**src/rtl/core/zlhp_pkg.sv**
```systemverilog
// Package for the ZIP local header parser: header byte positions, signatures,
// error codes and port widths. No dependencies.
`timescale 1ns / 1ps
`default_nettype none

package zlhp_pkg;

    localparam int unsigned DataW  = 8;
    localparam int unsigned OutW   = 96;
    localparam int unsigned RegionW = 3;
    localparam int unsigned IdxW   = 5;

    localparam logic [31:0] HDR_SIG  = 32'h0403_4b50;
    localparam logic [31:0] DESC_SIG = 32'h0807_4b50;

    // Last byte of each little-endian header field, counted from zero.
    localparam logic [IdxW-1:0] POS_SIGNATURE = 5'd3;
    localparam logic [IdxW-1:0] POS_VERSION   = 5'd5;
    localparam logic [IdxW-1:0] POS_FLAGS     = 5'd7;
    localparam logic [IdxW-1:0] POS_METHOD    = 5'd9;
    localparam logic [IdxW-1:0] POS_CRC       = 5'd17;
    localparam logic [IdxW-1:0] POS_CSIZE     = 5'd21;
    localparam logic [IdxW-1:0] POS_USIZE     = 5'd25;
    localparam logic [IdxW-1:0] POS_NAME_LEN  = 5'd27;
    localparam logic [IdxW-1:0] POS_EXTRA_LEN = 5'd29;

    // Descriptor field ends, counted after an optional signature.
    localparam logic [IdxW-1:0] DESC_CRC_END   = 5'd4;
    localparam logic [IdxW-1:0] DESC_CSIZE_END = 5'd8;
    localparam logic [IdxW-1:0] DESC_USIZE_END = 5'd12;
    localparam logic [IdxW-1:0] DESC_SIG_LEN   = 5'd4;

    localparam logic [15:0] VERSION_RESET = 16'd20;

    localparam logic [1:0] ERR_NONE    = 2'd0;
    localparam logic [1:0] ERR_SIG     = 2'd1;
    localparam logic [1:0] ERR_VERSION = 2'd2;
    localparam logic [1:0] ERR_EOB     = 2'd3;

    localparam logic [2:0] ADDR_MAX_VERSION = 3'd0;

endpackage

`default_nettype wire

```
**src/rtl/core/zip_local_header_parser_core.sv**
```systemverilog
// ZIP local file record parser, top level.
// Depends on zlhp_pkg.
//
// Usage: raw archive bytes enter on the s_ stream, one byte per transaction,
// with s_tlast marking the last byte available in the buffer. Every input
// transaction produces exactly one output transaction on the m_ stream: the
// byte passed through, tagged with its region in m_tuser, plus the captured
// header fields and any error code. m_tlast is high on the final byte of a
// complete record, and only then do the three mismatch flags carry meaning.
// The result of an accepted byte is registered and shows on m_ in the next cycle.
// Throughput is one byte per cycle while the receiver does not stall: the whole parse
// step for a byte is a single pass of logic between the state registers and the output register.
// When the receiver stalls, the pending result holds in the output register;
// s_tready follows m_tready combinationally, so a byte is taken in the same
// cycle that the pending result leaves.
// After reset the parser expects the first header byte, max_version_needed reads 20
// and the output register is empty. The user writes the register over the APB port at
// byte address 0 only while the stream is idle; the block itself does not enforce this.
`timescale 1ns / 1ps
`default_nettype none

module zip_local_header_parser_core
    import zlhp_pkg::*;
(
    input  wire logic                clk,
    input  wire logic                rst_n,
    // Input stream.
    input  wire logic                s_tvalid,
    output logic                     s_tready,
    input  wire logic [DataW-1:0]    s_tdata,   // [7:0] data_byte
    input  wire logic                s_tlast,   // end_of_buffer
    // Output stream.
    output logic                     m_tvalid,
    input  wire logic                m_tready,
    output logic [OutW-1:0]          m_tdata,   // [7:0] byte_out, [9:8] error_code,
                                                // [10] crc_mismatch,
                                                // [11] compressed_size_mismatch,
                                                // [12] uncompressed_size_mismatch,
                                                // [13] encrypted, [29:14] method_code,
                                                // [61:30] crc_value,
                                                // [93:62] uncompressed_length, [95:94] zero
    output logic                     m_tlast,   // record_done
    output logic [RegionW-1:0]       m_tuser,   // [2:0] region
    // Configuration port.
    input  wire logic                psel,
    input  wire logic                penable,
    input  wire logic                pwrite,
    input  wire logic [2:0]          paddr,
    input  wire logic [31:0]         pwdata,
    output logic [31:0]              prdata,
    output logic                     pready
);

    typedef enum logic [2:0] {
        PH_HEADER  = 3'd0,
        PH_NAME    = 3'd1,
        PH_EXTRA   = 3'd2,
        PH_DATA    = 3'd3,
        PH_DESC    = 3'd4,
        PH_ERROR   = 3'd5
    } phase_t;

    phase_t             phase_reg, phase_next;
    logic [IdxW-1:0]    idx_reg, idx_next;
    logic [31:0]        skip_reg, skip_next;
    logic [31:0]        shift_reg, shift_next;
    logic               flag_enc_reg, flag_enc_next;
    logic               flag_desc_reg, flag_desc_next;
    logic [15:0]        method_reg, method_next;
    logic [31:0]        crc_reg, crc_next;
    logic [31:0]        csize_reg, csize_next;
    logic [31:0]        usize_reg, usize_next;
    logic [15:0]        name_len_reg, name_len_next;
    logic [15:0]        extra_len_reg, extra_len_next;
    logic [2:0]         mismatch_reg, mismatch_next;
    logic               has_sig_reg, has_sig_next;
    logic [15:0]        max_version_reg;

    logic               out_valid_reg;
    logic [OutW-1:0]    out_data_reg, out_data_next;
    logic               out_last_reg;
    logic [RegionW-1:0] out_user_reg, out_user_next;

    logic               accept;
    logic               cfg_write;
    logic [7:0]         in_byte;
    logic               in_eob;
    logic [31:0]        shifted;
    logic [RegionW-1:0] region;
    logic [1:0]         err;
    logic               done;
    logic               open_req;
    phase_t             open_from;
    logic               sig_now;
    logic [IdxW-1:0]    desc_pos;

    assign in_byte  = s_tdata[7:0];
    assign in_eob   = s_tlast;
    assign shifted  = {in_byte, shift_reg[31:8]};
    assign s_tready = !out_valid_reg || m_tready;
    assign accept   = s_tvalid && s_tready;

    assign pready    = 1'b1;
    assign cfg_write = psel && penable && pwrite && pready && (paddr[2] == ADDR_MAX_VERSION[2]);
    assign prdata    = (paddr[2] == ADDR_MAX_VERSION[2]) ? {16'd0, max_version_reg} : 32'd0;

    always_comb
    begin
        phase_next     = phase_reg;
        idx_next       = idx_reg;
        skip_next      = skip_reg;
        shift_next     = shift_reg;
        flag_enc_next  = flag_enc_reg;
        flag_desc_next = flag_desc_reg;
        method_next    = method_reg;
        crc_next       = crc_reg;
        csize_next     = csize_reg;
        usize_next     = usize_reg;
        name_len_next  = name_len_reg;
        extra_len_next = extra_len_reg;
        mismatch_next  = mismatch_reg;
        has_sig_next   = has_sig_reg;
        region         = phase_reg;
        err            = ERR_NONE;
        done           = 1'b0;
        open_req       = 1'b0;
        open_from      = PH_NAME;
        sig_now        = has_sig_reg;
        desc_pos       = '0;

        case (phase_reg)
            PH_HEADER:
            begin
                shift_next = shifted;
                idx_next   = idx_reg + 5'd1;
                case (idx_reg)
                    POS_SIGNATURE:
                    begin
                        if (shifted != HDR_SIG)
                        begin
                            err        = ERR_SIG;
                            phase_next = PH_ERROR;
                        end
                    end
                    POS_VERSION:
                    begin
                        if (shifted[31:16] > max_version_reg)
                        begin
                            err        = ERR_VERSION;
                            phase_next = PH_ERROR;
                        end
                    end
                    POS_FLAGS:
                    begin
                        flag_enc_next  = shifted[16];
                        flag_desc_next = shifted[19];
                    end
                    POS_METHOD:    method_next   = shifted[31:16];
                    POS_CRC:       crc_next      = shifted;
                    POS_CSIZE:     csize_next    = shifted;
                    POS_USIZE:     usize_next    = shifted;
                    POS_NAME_LEN:  name_len_next = shifted[31:16];
                    POS_EXTRA_LEN:
                    begin
                        extra_len_next = shifted[31:16];
                        mismatch_next  = 3'b000;
                        open_req       = 1'b1;
                        open_from      = PH_NAME;
                    end
                    default: ;
                endcase
                if (phase_next == PH_ERROR)
                begin
                    idx_next = '0;
                end
            end
            PH_NAME, PH_EXTRA, PH_DATA:
            begin
                skip_next = skip_reg - 32'd1;
                if (skip_next == 32'd0)
                begin
                    open_req  = 1'b1;
                    open_from = phase_t'(phase_reg + 3'd1);
                end
            end
            PH_DESC:
            begin
                shift_next = shifted;
                if (idx_reg == POS_SIGNATURE)
                begin
                    sig_now = (shifted == DESC_SIG);
                end
                has_sig_next = sig_now;
                // Byte count within the CRC and size fields, past any signature.
                desc_pos = idx_reg + 5'd1;
                if (idx_reg >= POS_SIGNATURE && sig_now)
                begin
                    desc_pos = desc_pos - DESC_SIG_LEN;
                end
                if (idx_reg < POS_SIGNATURE)
                begin
                    desc_pos = '0;
                end
                idx_next = idx_reg + 5'd1;
                if (desc_pos == DESC_CRC_END)
                begin
                    if (shifted != crc_reg)
                    begin
                        mismatch_next[0] = 1'b1;
                    end
                end
                else if (desc_pos == DESC_CSIZE_END)
                begin
                    if (shifted != csize_reg)
                    begin
                        mismatch_next[1] = 1'b1;
                    end
                end
                else if (desc_pos == DESC_USIZE_END)
                begin
                    if (shifted != usize_reg)
                    begin
                        mismatch_next[2] = 1'b1;
                    end
                    phase_next = PH_HEADER;
                    idx_next   = '0;
                    shift_next = '0;
                    done       = 1'b1;
                end
            end
            default:
            begin
                region     = PH_ERROR;
                phase_next = PH_ERROR;
            end
        endcase

        // Move to the first nonempty region at or after open_from.
        if (open_req)
        begin
            if (open_from <= PH_NAME && name_len_next != 16'd0)
            begin
                phase_next = PH_NAME;
                skip_next  = {16'd0, name_len_next};
            end
            else if (open_from <= PH_EXTRA && extra_len_next != 16'd0)
            begin
                phase_next = PH_EXTRA;
                skip_next  = {16'd0, extra_len_next};
            end
            else if (open_from <= PH_DATA && csize_next != 32'd0)
            begin
                phase_next = PH_DATA;
                skip_next  = csize_next;
            end
            else if (open_from <= PH_DESC && flag_desc_next)
            begin
                phase_next = PH_DESC;
                idx_next   = '0;
                shift_next = '0;
            end
            else
            begin
                phase_next = PH_HEADER;
                idx_next   = '0;
                shift_next = '0;
                done       = 1'b1;
            end
        end

        if (in_eob)
        begin
            if (phase_next == PH_ERROR)
            begin
                phase_next = PH_HEADER;
                idx_next   = '0;
                shift_next = '0;
            end
            else if (!done && !(phase_next == PH_HEADER && idx_next == '0))
            begin
                if (err == ERR_NONE)
                begin
                    err = ERR_EOB;
                end
                phase_next = PH_HEADER;
                idx_next   = '0;
                shift_next = '0;
                skip_next  = '0;
            end
        end

        out_user_next = region;
        out_data_next = {2'b00, usize_next, crc_next, method_next, flag_enc_next,
                         mismatch_next & {3{done}}, err, in_byte};
    end

    always_ff @(posedge clk or negedge rst_n)
    begin
        if (!rst_n)
        begin
            phase_reg       <= PH_HEADER;
            idx_reg         <= '0;
            skip_reg        <= '0;
            shift_reg       <= '0;
            flag_enc_reg    <= 1'b0;
            flag_desc_reg   <= 1'b0;
            method_reg      <= '0;
            crc_reg         <= '0;
            csize_reg       <= '0;
            usize_reg       <= '0;
            name_len_reg    <= '0;
            extra_len_reg   <= '0;
            mismatch_reg    <= '0;
            has_sig_reg     <= 1'b0;
            max_version_reg <= VERSION_RESET;
            out_valid_reg   <= 1'b0;
            out_data_reg    <= '0;
            out_last_reg    <= 1'b0;
            out_user_reg    <= '0;
        end
        else
        begin
            if (cfg_write)
            begin
                max_version_reg <= pwdata[15:0];
            end
            if (accept)
            begin
                phase_reg     <= phase_next;
                idx_reg       <= idx_next;
                skip_reg      <= skip_next;
                shift_reg     <= shift_next;
                flag_enc_reg  <= flag_enc_next;
                flag_desc_reg <= flag_desc_next;
                method_reg    <= method_next;
                crc_reg       <= crc_next;
                csize_reg     <= csize_next;
                usize_reg     <= usize_next;
                name_len_reg  <= name_len_next;
                extra_len_reg <= extra_len_next;
                mismatch_reg  <= mismatch_next;
                has_sig_reg   <= has_sig_next;
                out_valid_reg <= 1'b1;
                out_data_reg  <= out_data_next;
                out_last_reg  <= done;
                out_user_reg  <= out_user_next;
            end
            else if (m_tready)
            begin
                out_valid_reg <= 1'b0;
            end
        end
    end

    assign m_tvalid = out_valid_reg;
    assign m_tdata  = out_data_reg;
    assign m_tlast  = out_last_reg;
    assign m_tuser  = out_user_reg;

    // A completed record never carries an error code.
    assert property (@(posedge clk) disable iff (!rst_n)
        m_tvalid && m_tlast |-> m_tdata[9:8] == ERR_NONE)
        else $error("record end reported together with an error");

    // A discarded byte never closes a record.
    assert property (@(posedge clk) disable iff (!rst_n)
        m_tvalid && m_tlast |-> m_tuser != RegionW'(PH_ERROR))
        else $error("record end reported on a discarded byte");

    // Mismatch flags are only shown on the last byte of a record.
    assert property (@(posedge clk) disable iff (!rst_n)
        m_tvalid && !m_tlast |-> m_tdata[12:10] == 3'b000)
        else $error("mismatch flag outside record end");

    // The discard state always leaves the field counter cleared.
    assert property (@(posedge clk) disable iff (!rst_n)
        phase_reg == PH_ERROR |-> idx_reg == '0)
        else $error("field counter not cleared in discard state");

    // A byte is taken only when the output register is free or draining.
    assert property (@(posedge clk) disable iff (!rst_n)
        accept |-> !out_valid_reg || m_tready)
        else $error("byte accepted over a stalled result");

endmodule

`default_nettype wire

```
**config.mk**
```make
export PLATFORM = sky130hd
export DESIGN_NAME = zip_local_header_parser_core
export DESIGN_NICKNAME = d
export VERILOG_FILES = /design/src/rtl/core/zlhp_pkg.sv /design/src/rtl/core/zip_local_header_parser_core.sv
export SDC_FILE = /design/constraint.sdc
export NUM_CORES = 1
export LEC_CHECK = 0
export BUFFER_PORTS_ARGS = -buffer_cell sky130_fd_sc_hd__buf_2
export CORE_MARGIN = 2
export CORE_UTILIZATION = 40
export CTS_BUF_LIST = sky130_fd_sc_hd__clkbuf_4
export CTS_CLUSTER_SIZE = 25
export DETAILED_ROUTE_END_ITERATION = 16
export GPL_ROUTABILITY_DRIVEN = 0
export SLEW_MARGIN = 20
export SYNTH_ARGS = -nofsm -noshare
export SYNTH_HDL_FRONTEND = slang
export SYNTH_SLANG_ARGS = --single-unit
export TNS_END_PERCENT = 10
```
**constraint.sdc**
```tcl
create_clock -name clk -period 12.36 [get_ports clk]
set_input_delay 1.854 -clock clk [delete_from_list [all_inputs] [get_ports clk]]
set_output_delay 1.854 -clock clk [all_outputs]
set_load 0.05 [all_outputs]
```
# Word level (Yosys, flattened, before mapping)
# Cells that the tools add are included.
# totals
regBits,337
inputBits,51
out_inout_bits,135
elab_cells,186
# classes
n_addsub,4
n_lt_le_gt_ge,7
n_eq_ne,23
muxes,104
bitwise_logic,2
reduce_logical,27
# ops
cell,count
$mux 32,24
$mux 16,7
$ne 32x32->1,3
$mux 5,14
$pmux 32 s2,1
$mux 3,18
$eq 32x28->1 const B,1
$logic_not 32->1,1
$ne 32x27->1 const B,1
$reduce_bool 16->1,2
$reduce_bool 32->1,1
$sub 32x1->32 const B,1
$mux 1,27
$eq 5x5->1 const B,5
$gt 16x16->1,1
$eq 5x3->1 const B,3
$eq 5x4->1 const B,3
$mux 2,7
$pmux 3 s2,2
$logic_and 1x1->1,11
$pmux 5 s2,1
$eq 3x3->1 const B,3
$pmux 3 s3,1
$eq 3x2->1 const B,2
other kinds (23),27

# Logic depth before layout (Yosys ltp)
# Gate-level depths: netlist of the first run.
# logic_depth
depth_word,23
ltp_mapped,17
mapped_depth_nobuf,15

# Worst setup path before layout of the first run
# No wires, ideal clock.
# synth_path
path_kind,input to register
startpoint,in s_tdata[4]
endpoint,reg shift_reg[24]
setup_time_ps,67
t_arrival_ps,4932
required_time_ps,12293
setup_slack_ps,7361
stages,14
n_path_buf,2
cell_sequence,clkbuf_1 or3_1 or3_1 nor2_1 a311oi_1 or3_1 o32ai_2 nand3_1 or4_1 nand3_1 a21boi_4 o31ai_4 buf_6 a22o_1
# synth_between
elab_chain_cells,23
word_cells_on_any_way,73
classes_between,order compare: 1; eq/ne: 7; mux: 52; reduce/logical: 13
# synth_lines
item,line,text
start: declaration,zip_local_header_parser_core.sv:30,"input wire logic [DataW-1:0] s_tdata,"
$eq 32x28->1,zip_local_header_parser_core.sv:191,sig_now = (shifted == DESC_SIG);
$mux 1,zip_local_header_parser_core.sv:189,if (idx_reg == POS_SIGNATURE)
$mux 1,zip_local_header_parser_core.sv:131,case (phase_reg)
$logic_and 1x1->1,zip_local_header_parser_core.sv:196,if (idx_reg >= POS_SIGNATURE && sig_now)
$mux 5,zip_local_header_parser_core.sv:196,
$mux 5,zip_local_header_parser_core.sv:200,if (idx_reg < POS_SIGNATURE)
$mux 5,zip_local_header_parser_core.sv:131,
$eq 5x4->1,zip_local_header_parser_core.sv:219,else if (desc_pos == DESC_USIZE_END)
[7 not listed],--,
$mux 5,zip_local_header_parser_core.sv:239,if (open_req)
$logic_not 5->1,zip_local_header_parser_core.sv:279,else if (!done && !(phase_next == PH_HEADER && idx_next == '0))
$logic_and 1x1->1,zip_local_header_parser_core.sv:279,
$logic_not 1->1,zip_local_header_parser_core.sv:279,
$logic_and 1x1->1,zip_local_header_parser_core.sv:279,
$mux 32,zip_local_header_parser_core.sv:279,
$mux 32,zip_local_header_parser_core.sv:273,if (phase_next == PH_ERROR)
$mux 32 (*),zip_local_header_parser_core.sv:271,if (in_eob)
end signal: assignment,zip_local_header_parser_core.sv:332,shift_reg <= shift_next;
end: declaration,zip_local_header_parser_core.sv:66,"logic [31:0] shift_reg, shift_next;"
# Every way passes the cells marked *; elsewhere a longest branch is shown, timed or not. The select of a mux whose other input is x is not followed.
# A chain may end at the register's enable or synchronous reset.

# Worst setup path after layout of the first run
# layout_path
startpoint,in s_tdata[4]
endpoint,reg skip_reg[8]
# layout_between
elab_chain_cells,23
word_cells_on_any_way,69
classes_between,order compare: 1; eq/ne: 7; mux: 48; reduce/logical: 13
# layout_lines
item,line,text
$eq 32x28->1,zip_local_header_parser_core.sv:191,
$mux 1,zip_local_header_parser_core.sv:189,
$mux 1,zip_local_header_parser_core.sv:131,
$logic_and 1x1->1,zip_local_header_parser_core.sv:196,
$mux 5,zip_local_header_parser_core.sv:196,
$mux 5,zip_local_header_parser_core.sv:200,
$mux 5,zip_local_header_parser_core.sv:131,
$eq 5x4->1,zip_local_header_parser_core.sv:219,
[7 not listed],--,
$mux 5,zip_local_header_parser_core.sv:239,
$logic_not 5->1,zip_local_header_parser_core.sv:279,
$logic_and 1x1->1,zip_local_header_parser_core.sv:279,
$logic_not 1->1,zip_local_header_parser_core.sv:279,
$logic_and 1x1->1,zip_local_header_parser_core.sv:279,
$mux 32,zip_local_header_parser_core.sv:279,
$mux 32,zip_local_header_parser_core.sv:273,
$mux 32 (*),zip_local_header_parser_core.sv:271,
end signal: assignment,zip_local_header_parser_core.sv:331,skip_reg <= skip_next;
end: declaration,zip_local_header_parser_core.sv:65,"logic [31:0] skip_reg, skip_next;"
# Marked as above.

==> results.ini, run 1 <==
[synth]
synth_top_cell_area_share_pct=41.6
yosys_warnings=0
synthAdderAreaFrac_pct=2.20
synthTopCellsByArea=dfrtp_1, mux2_2, xnor2_1
async_flop_share_pct=100
synth_edf_count=0
muxShareOfSynthArea_pct=15.1
yosysTopAreaCell=dfrtp_1
synthSimpleGateAreaFrac_pct=16.0
syn_area_per_cell_um2=9.96
ys_seq_area_share_pct=42.0
syn_inst=1486
ys_seq_elements=248
synth_cell_types=86
yosys_most_used_dff=dfrtp_1
synth_top_family_by_area=simple AND/OR/NAND/NOR gates
synth_compound_area_share_pct=13.2
synth.cell_area_mm2=0.0148
synth_xor_area_share_pct=6.22

[setup_path]
worst_setup_path_end_kind=flop
r2r_end=skip_reg[8]
worst-path-max-fanout=16
cpPeakStageDelay_ps=700
startpoint=s_tdata[4]
cp_slowest_cell=or4b_2
r2r_slack_ps=7240
cpMostUsedCell=nor3_1
required_ps=12920
path_class=input port to flop
path_cells=buf_2, ha_1, nand4_1, nor3_1, a21boi_0, o31a_1, and2_1, or4b_2, nand3_2, a21boi_4, and3_1, o21ai_2, buf_4, nor2_1, nor3_1
timing.rr.start=phase_reg[0]
reg2reg_depth=16
startpoint_type=input port
worst-endpoint-arrival_ps=5830

[route]
dr.pass1.iters=5
drc=0
drtIter0Drc=910
routedWlPerCell_um=21.6
vias_per_cell=5.87
final_antenna_net_count=0
dr_total_vias=12500
wirelength_mm=45.9

[clock_network]
cts_resized=0
clockRootBuffer=clkbuf_4
ctsLongestPathBuffers=3
cts.sinks=248
path_clk_slew_ps=60
cts_max_level=3
cts_buffers=69
cts_hold_buf=0
cts_setup_buffers=0
clkLatencyLatePin_ps=710
cts_tree=yes

[sta]
fmax_mhz=190
finalHoldViolCount=0
finalMaxSlewViolations=0
clock_skew_ps=46.3
period_minus_slack_ps=5260
setup_ws_ps=7100
setup_viol=0
tns_ps=0
maxSlewHeadroom_pct=33.9
fin_crit_sh_pct=42.6
rsz0062_at_grt=false
tightest_slew_ps=988

[hold_path]
hold_path_class=flop to flop
hold_start=m_tuser[2]
holdPathEnd=m_tuser[2]
min_path_cells=2

[layout]
final_util_pct=45.6
drive_above_1_share_pct=28.3
area_growth_pct=12.5
fillers=3553
final_nets=1693
design_area_mm2=0.0166
instances_no_fill=2129

[floorplan]
die_y_um=196
ios=186
core_mm2=0.0365
start_util_pct=40.5
core.rowCount=70
die_x_um=196
die-area_mm2=0.0385

[global_route]
grt_overflow=0
antenna_found_initial=1
grt_util_all_layers_pct=23.8
grt_max_degree=136
grt_pass1_wl_mm=71.0
grt_pass1_vias=12000

[power_and_ir_drop]
comb_power_share_pct=32.3
p_int_uw=1550
p_seq_share_pct=40.5
switchingPower_uw=1060
clkPwrFrac_pct=27.3
peakVddDrop_mv=0.0775
swShare_pct=40.8
powerDensity_mw_per_mm2=157
p_leak_uw=0.00766

[place]
place_inst=2012
dp_hpwl_mm=31.0
place_area_mm2=0.0158
place_ws_ps=6160
port_buffers=148

[job]
maxCapViolCount=0

[run_status]
status=complete, no violations

-- stage by stage --
step | total power, uW | hold slack, ps
final | 2610 | 470
after global routing | 2770 | 499
after CTS | 2620 | 472
after detailed placement | 1900 | 459
after global placement | 1880 | 455
after floorplan | 1640 | 446
-- cell families after synthesis --
| kind of cell | after synthesis |
|---|---|
| simple gates | 460 |
| flops | 248 |
| mux | 203 |
| fa+ha+maj | 26 |
| xor+xnor | 105 |
| buf+inv | 172 |
| compound gates | 270 |
| other cells | 2 |
-- critical path: cells and delay by family --
family	cells	cell delay, ps
AND/OR/NAND/NOR	8	2130
AO/OA/AOI/OAI	4	810
buffers and inverters	2	690
adder cells (fa/ha/maj)	1	340
-- synth_stat cells, types with 34 or more instances --
cell type  instances
dfrtp_1          246
mux2_2           156
nand2_1          155
clkbuf_1          95
xnor2_1           72
nor2_1            70
mux2i_1           47
o21ai_0           45
a21oi_1           43
nand3_1           41
nor4_1            41
nand4_1           35
inv_1             34
-- power by group through the flow --
stage               logic, uW  clock network (uW)  registers, uW
global placement          819                   0           1060
detailed placement        831                   0           1070
CTS                       835                 737           1050
floorplan                 654                   0            983
global route              918                 785           1070
finish                    842                 712           1060
-- layer usage --
layer / global-route usage (%) / part of all wire, % / up-vias
li1: - / - / 5683
met4: 8.47 / 2.7 / 0
met5: 0 / 0 / -
met2: 36.5 / 45 / 516
met1: 33.7 / 46 / 6215
met3: 4.40 / 6.8 / 90
-- worst max path at each step --
stage | cells after the start | slack [ps] | end
after detailed placement | 13 | 6160 | shift_reg[21]
after global routing | 16 | 6830 | skip_reg[8]
after CTS | 13 | 6860 | shift_reg[28]
final | 15 | 7100 | skip_reg[8]
after global placement | 14 | 6140 | shift_reg[19]
after floorplan | 14 | 7360 | shift_reg[24]
-- cell usage in the layout, fill, tap and decap left out, drive strengths merged, types with 10 or more instances in the layout --
cell and instances:
mux2 156, o21ai 51, xnor2 72, a21oi 44
nand4 36, nor2 70, ha 26, o221ai 13
o22ai 10, and2 10, nand3 42, nor4 44
inv 35, or3 13, buf 179, or4 10
clkinv 17, dfrtp 246, a22o 26, conb 19
xor2 33, nand4b 11, mux2i 47, clkbuf 94
a31oi 21, nand2 156, nor3 31, o31ai 18
-- area by class of cell --
type	instances	area (um2)	area share (%)
clock inverters	21	105	0.632
multi-input cells	1083	7900	47.5
inverters	35	131	0.790
flip-flops and latches	248	6210	37.3
clock buffers	94	706	4.24
diodes	1	2.50	0.0150
well taps	468	586	3.52
repair buffers	179	1000	6.03
Power figures use the tool's default switching activity.
==> inputs of run 2 (changes only) <==
Clock period 12.36 ns to 5.2 ns, I/O delays scaled along.
==> results.ini, run 2 (same netlist as run 1, synthesis figures left out) <==
[floorplan]
die-area_mm2=0.0385  ; unchanged
ios=186  ; unchanged
start_util_pct=40.5  ; unchanged
core_mm2=0.0365  ; unchanged
die_y_um=196  ; unchanged
die_x_um=196  ; unchanged
core.rowCount=70  ; unchanged

[sta]
finalHoldViolCount=0  ; unchanged
rsz0062_at_grt=false
tns_ps=0  ; unchanged
setup_viol=0  ; unchanged
finalMaxSlewViolations=0  ; unchanged
clock_skew_ps=53.8  ; +7.45 ps
maxSlewHeadroom_pct=34.4  ; +0.49 points
fin_crit_sh_pct=91.6
fmax_mhz=210
tightest_slew_ps=981  ; -7.30 ps
period_minus_slack_ps=4760

[global_route]
antenna_found_initial=2  ; +1
grtUsageMet3_pct=5.00  ; +0.60 points
grt_pass1_wl_mm=72.5  ; +2.2%
grt_overflow=0  ; unchanged
use_met1_pct=34.4  ; +0.68 points
grt.busiest_layer=met2
use_met2_pct=37.5  ; +1.0 points
grt_pass1_vias=12500  ; +4.6%
grt_max_degree=77  ; -43%
grt_util_all_layers_pct=24.3  ; +0.51 points

[route]
final_antenna_net_count=0  ; unchanged
dr_total_vias=12700  ; +1.8%
routedWlPerCell_um=21.5  ; -0.12%
dr.pass1.iters=5  ; unchanged
wirelength_mm=46.8  ; +2.0%
drc=0  ; unchanged
drtIter0Drc=992  ; +9.0%
vias_per_cell=5.86  ; -0.30%

[clock_network]
cts_buffers=70  ; +1.4%
clockRootBuffer=clkbuf_4
cts_resized=0  ; unchanged
cts_tree=yes
cts_setup_buffers=0  ; unchanged
ctsLongestPathBuffers=3  ; unchanged
cts.sinks=248  ; unchanged
path_clk_slew_ps=70  ; about the same
cts_hold_buf=0  ; unchanged
cts_max_level=3  ; unchanged
clkLatencyLatePin_ps=710  ; about the same

[layout]
area_growth_pct=14.9
final_common_cell=dfrtp_1
final_nets=1731  ; +2.2%
drive_above_1_share_pct=30.1  ; +1.9 points
design_area_mm2=0.0170  ; +2.1%
final_cell_mix=dfrtp_1, mux2_2, nand2_1

[hold_path]
hold_path_class=input port to async pin

[place]
place_area_mm2=0.0161  ; +1.7%
port_buffers=148  ; unchanged
dp_hpwl_mm=33.3  ; +7.4%

[power_and_ir_drop]
powerDensity_mw_per_mm2=383  ; +140%
p_leak_uw=0.00790  ; +3.2%
peakVddDrop_mv=0.188  ; +140%

[setup_path]
worst-endpoint-arrival_ps=5360  ; -470 ps
startpoint_type=flop
cp_top_family=simple AND/OR/NAND/NOR gates
worst_setup_path_end_kind=flop
path_cells=inv_1, ha_1, nor4b_4, nand4_1, or4_1, nand4_1, or4b_4, or3_1, nand3_1, or4_1, nand3_1, a21boi_4, o31ai_4, buf_6, a22o_1
required_ps=5800  ; -7120 ps
worst-path-max-fanout=18  ; +2
cpPeakStageDelay_ps=590  ; -110 ps
path_class=flop to flop
cp_slowest_cell=or4_1
cp.buffers_inverters=2  ; unchanged

[job]
maxCapViolCount=0  ; unchanged

[run_status]
status=complete, no violations

-- run 2: cell count changes in the layout (fill, tap and decap cells not counted), moves of 2 or more --
cell / change
buf_4: +39
clkinv_4: -2
clkbuf_4: +8
clkinvlp_4: -2
bufinv_16: +2
-- run 2: metrics by stage --
step	total power, uW	setup slack [ps]	hold WS [ps]	instances	util, %
2_1_floorplan	3890	1280	446	1503	-
3_3_place_gp	4610	384	454	2049	44.0
3_5_place_dp	4650	581	463	2050	44.0
4_1_cts	6540	557	51.2	2172	46.5
5_1_grt	6880	146	42.1	2173	46.5
6_report	6520	438	51.3	2174	46.5
-- run 2: layout make-up --
type | count | area [um2]
repair buffers | 216 | 1260
flip-flops and latches | 248 | 6210
fillers | 3542 | 19500
multi-input cells | 1083 | 7900
well taps | 468 | 586
clock buffers | 102 | 766
inverters | 35 | 131
clock inverters | 20 | 136
diodes | 2 | 5.00
-- run 2: power breakdown --
part / internal (uW) / switching [uW]
Clock: 998 / 859
Sequential: 2120 / 259
Combinational: 812 / 1470
-- run 2: path summary, 6_finish.rpt --
kind | from | end | slack [ps] | depth (start not counted)
setup / recovery | skip_reg[0] | shift_reg[15] | 440 | 15
hold / removal | rst_n | usize_reg[19] | 50 | 1
setup reg to reg | skip_reg[0] | shift_reg[15] | 440 | 15
hold reg to reg | m_tuser[2] | m_tuser[2] | 470 | 2
max in group asynchronous | rst_n | crc_reg[21] | 3820 | 2
min in group clk | s_tvalid | m_tvalid | 330 | 2
-- run 2: routing by layer --
layer / wire length [um] / share of wire [%] / vias up
met2: 21300 / 45 / 509
met5: 0 / 0 / -
met4: 1160 / 2.5 / 0
li1: - / - / 5761
met3: 3290 / 7.0 / 94
met1: 21100 / 45 / 6366
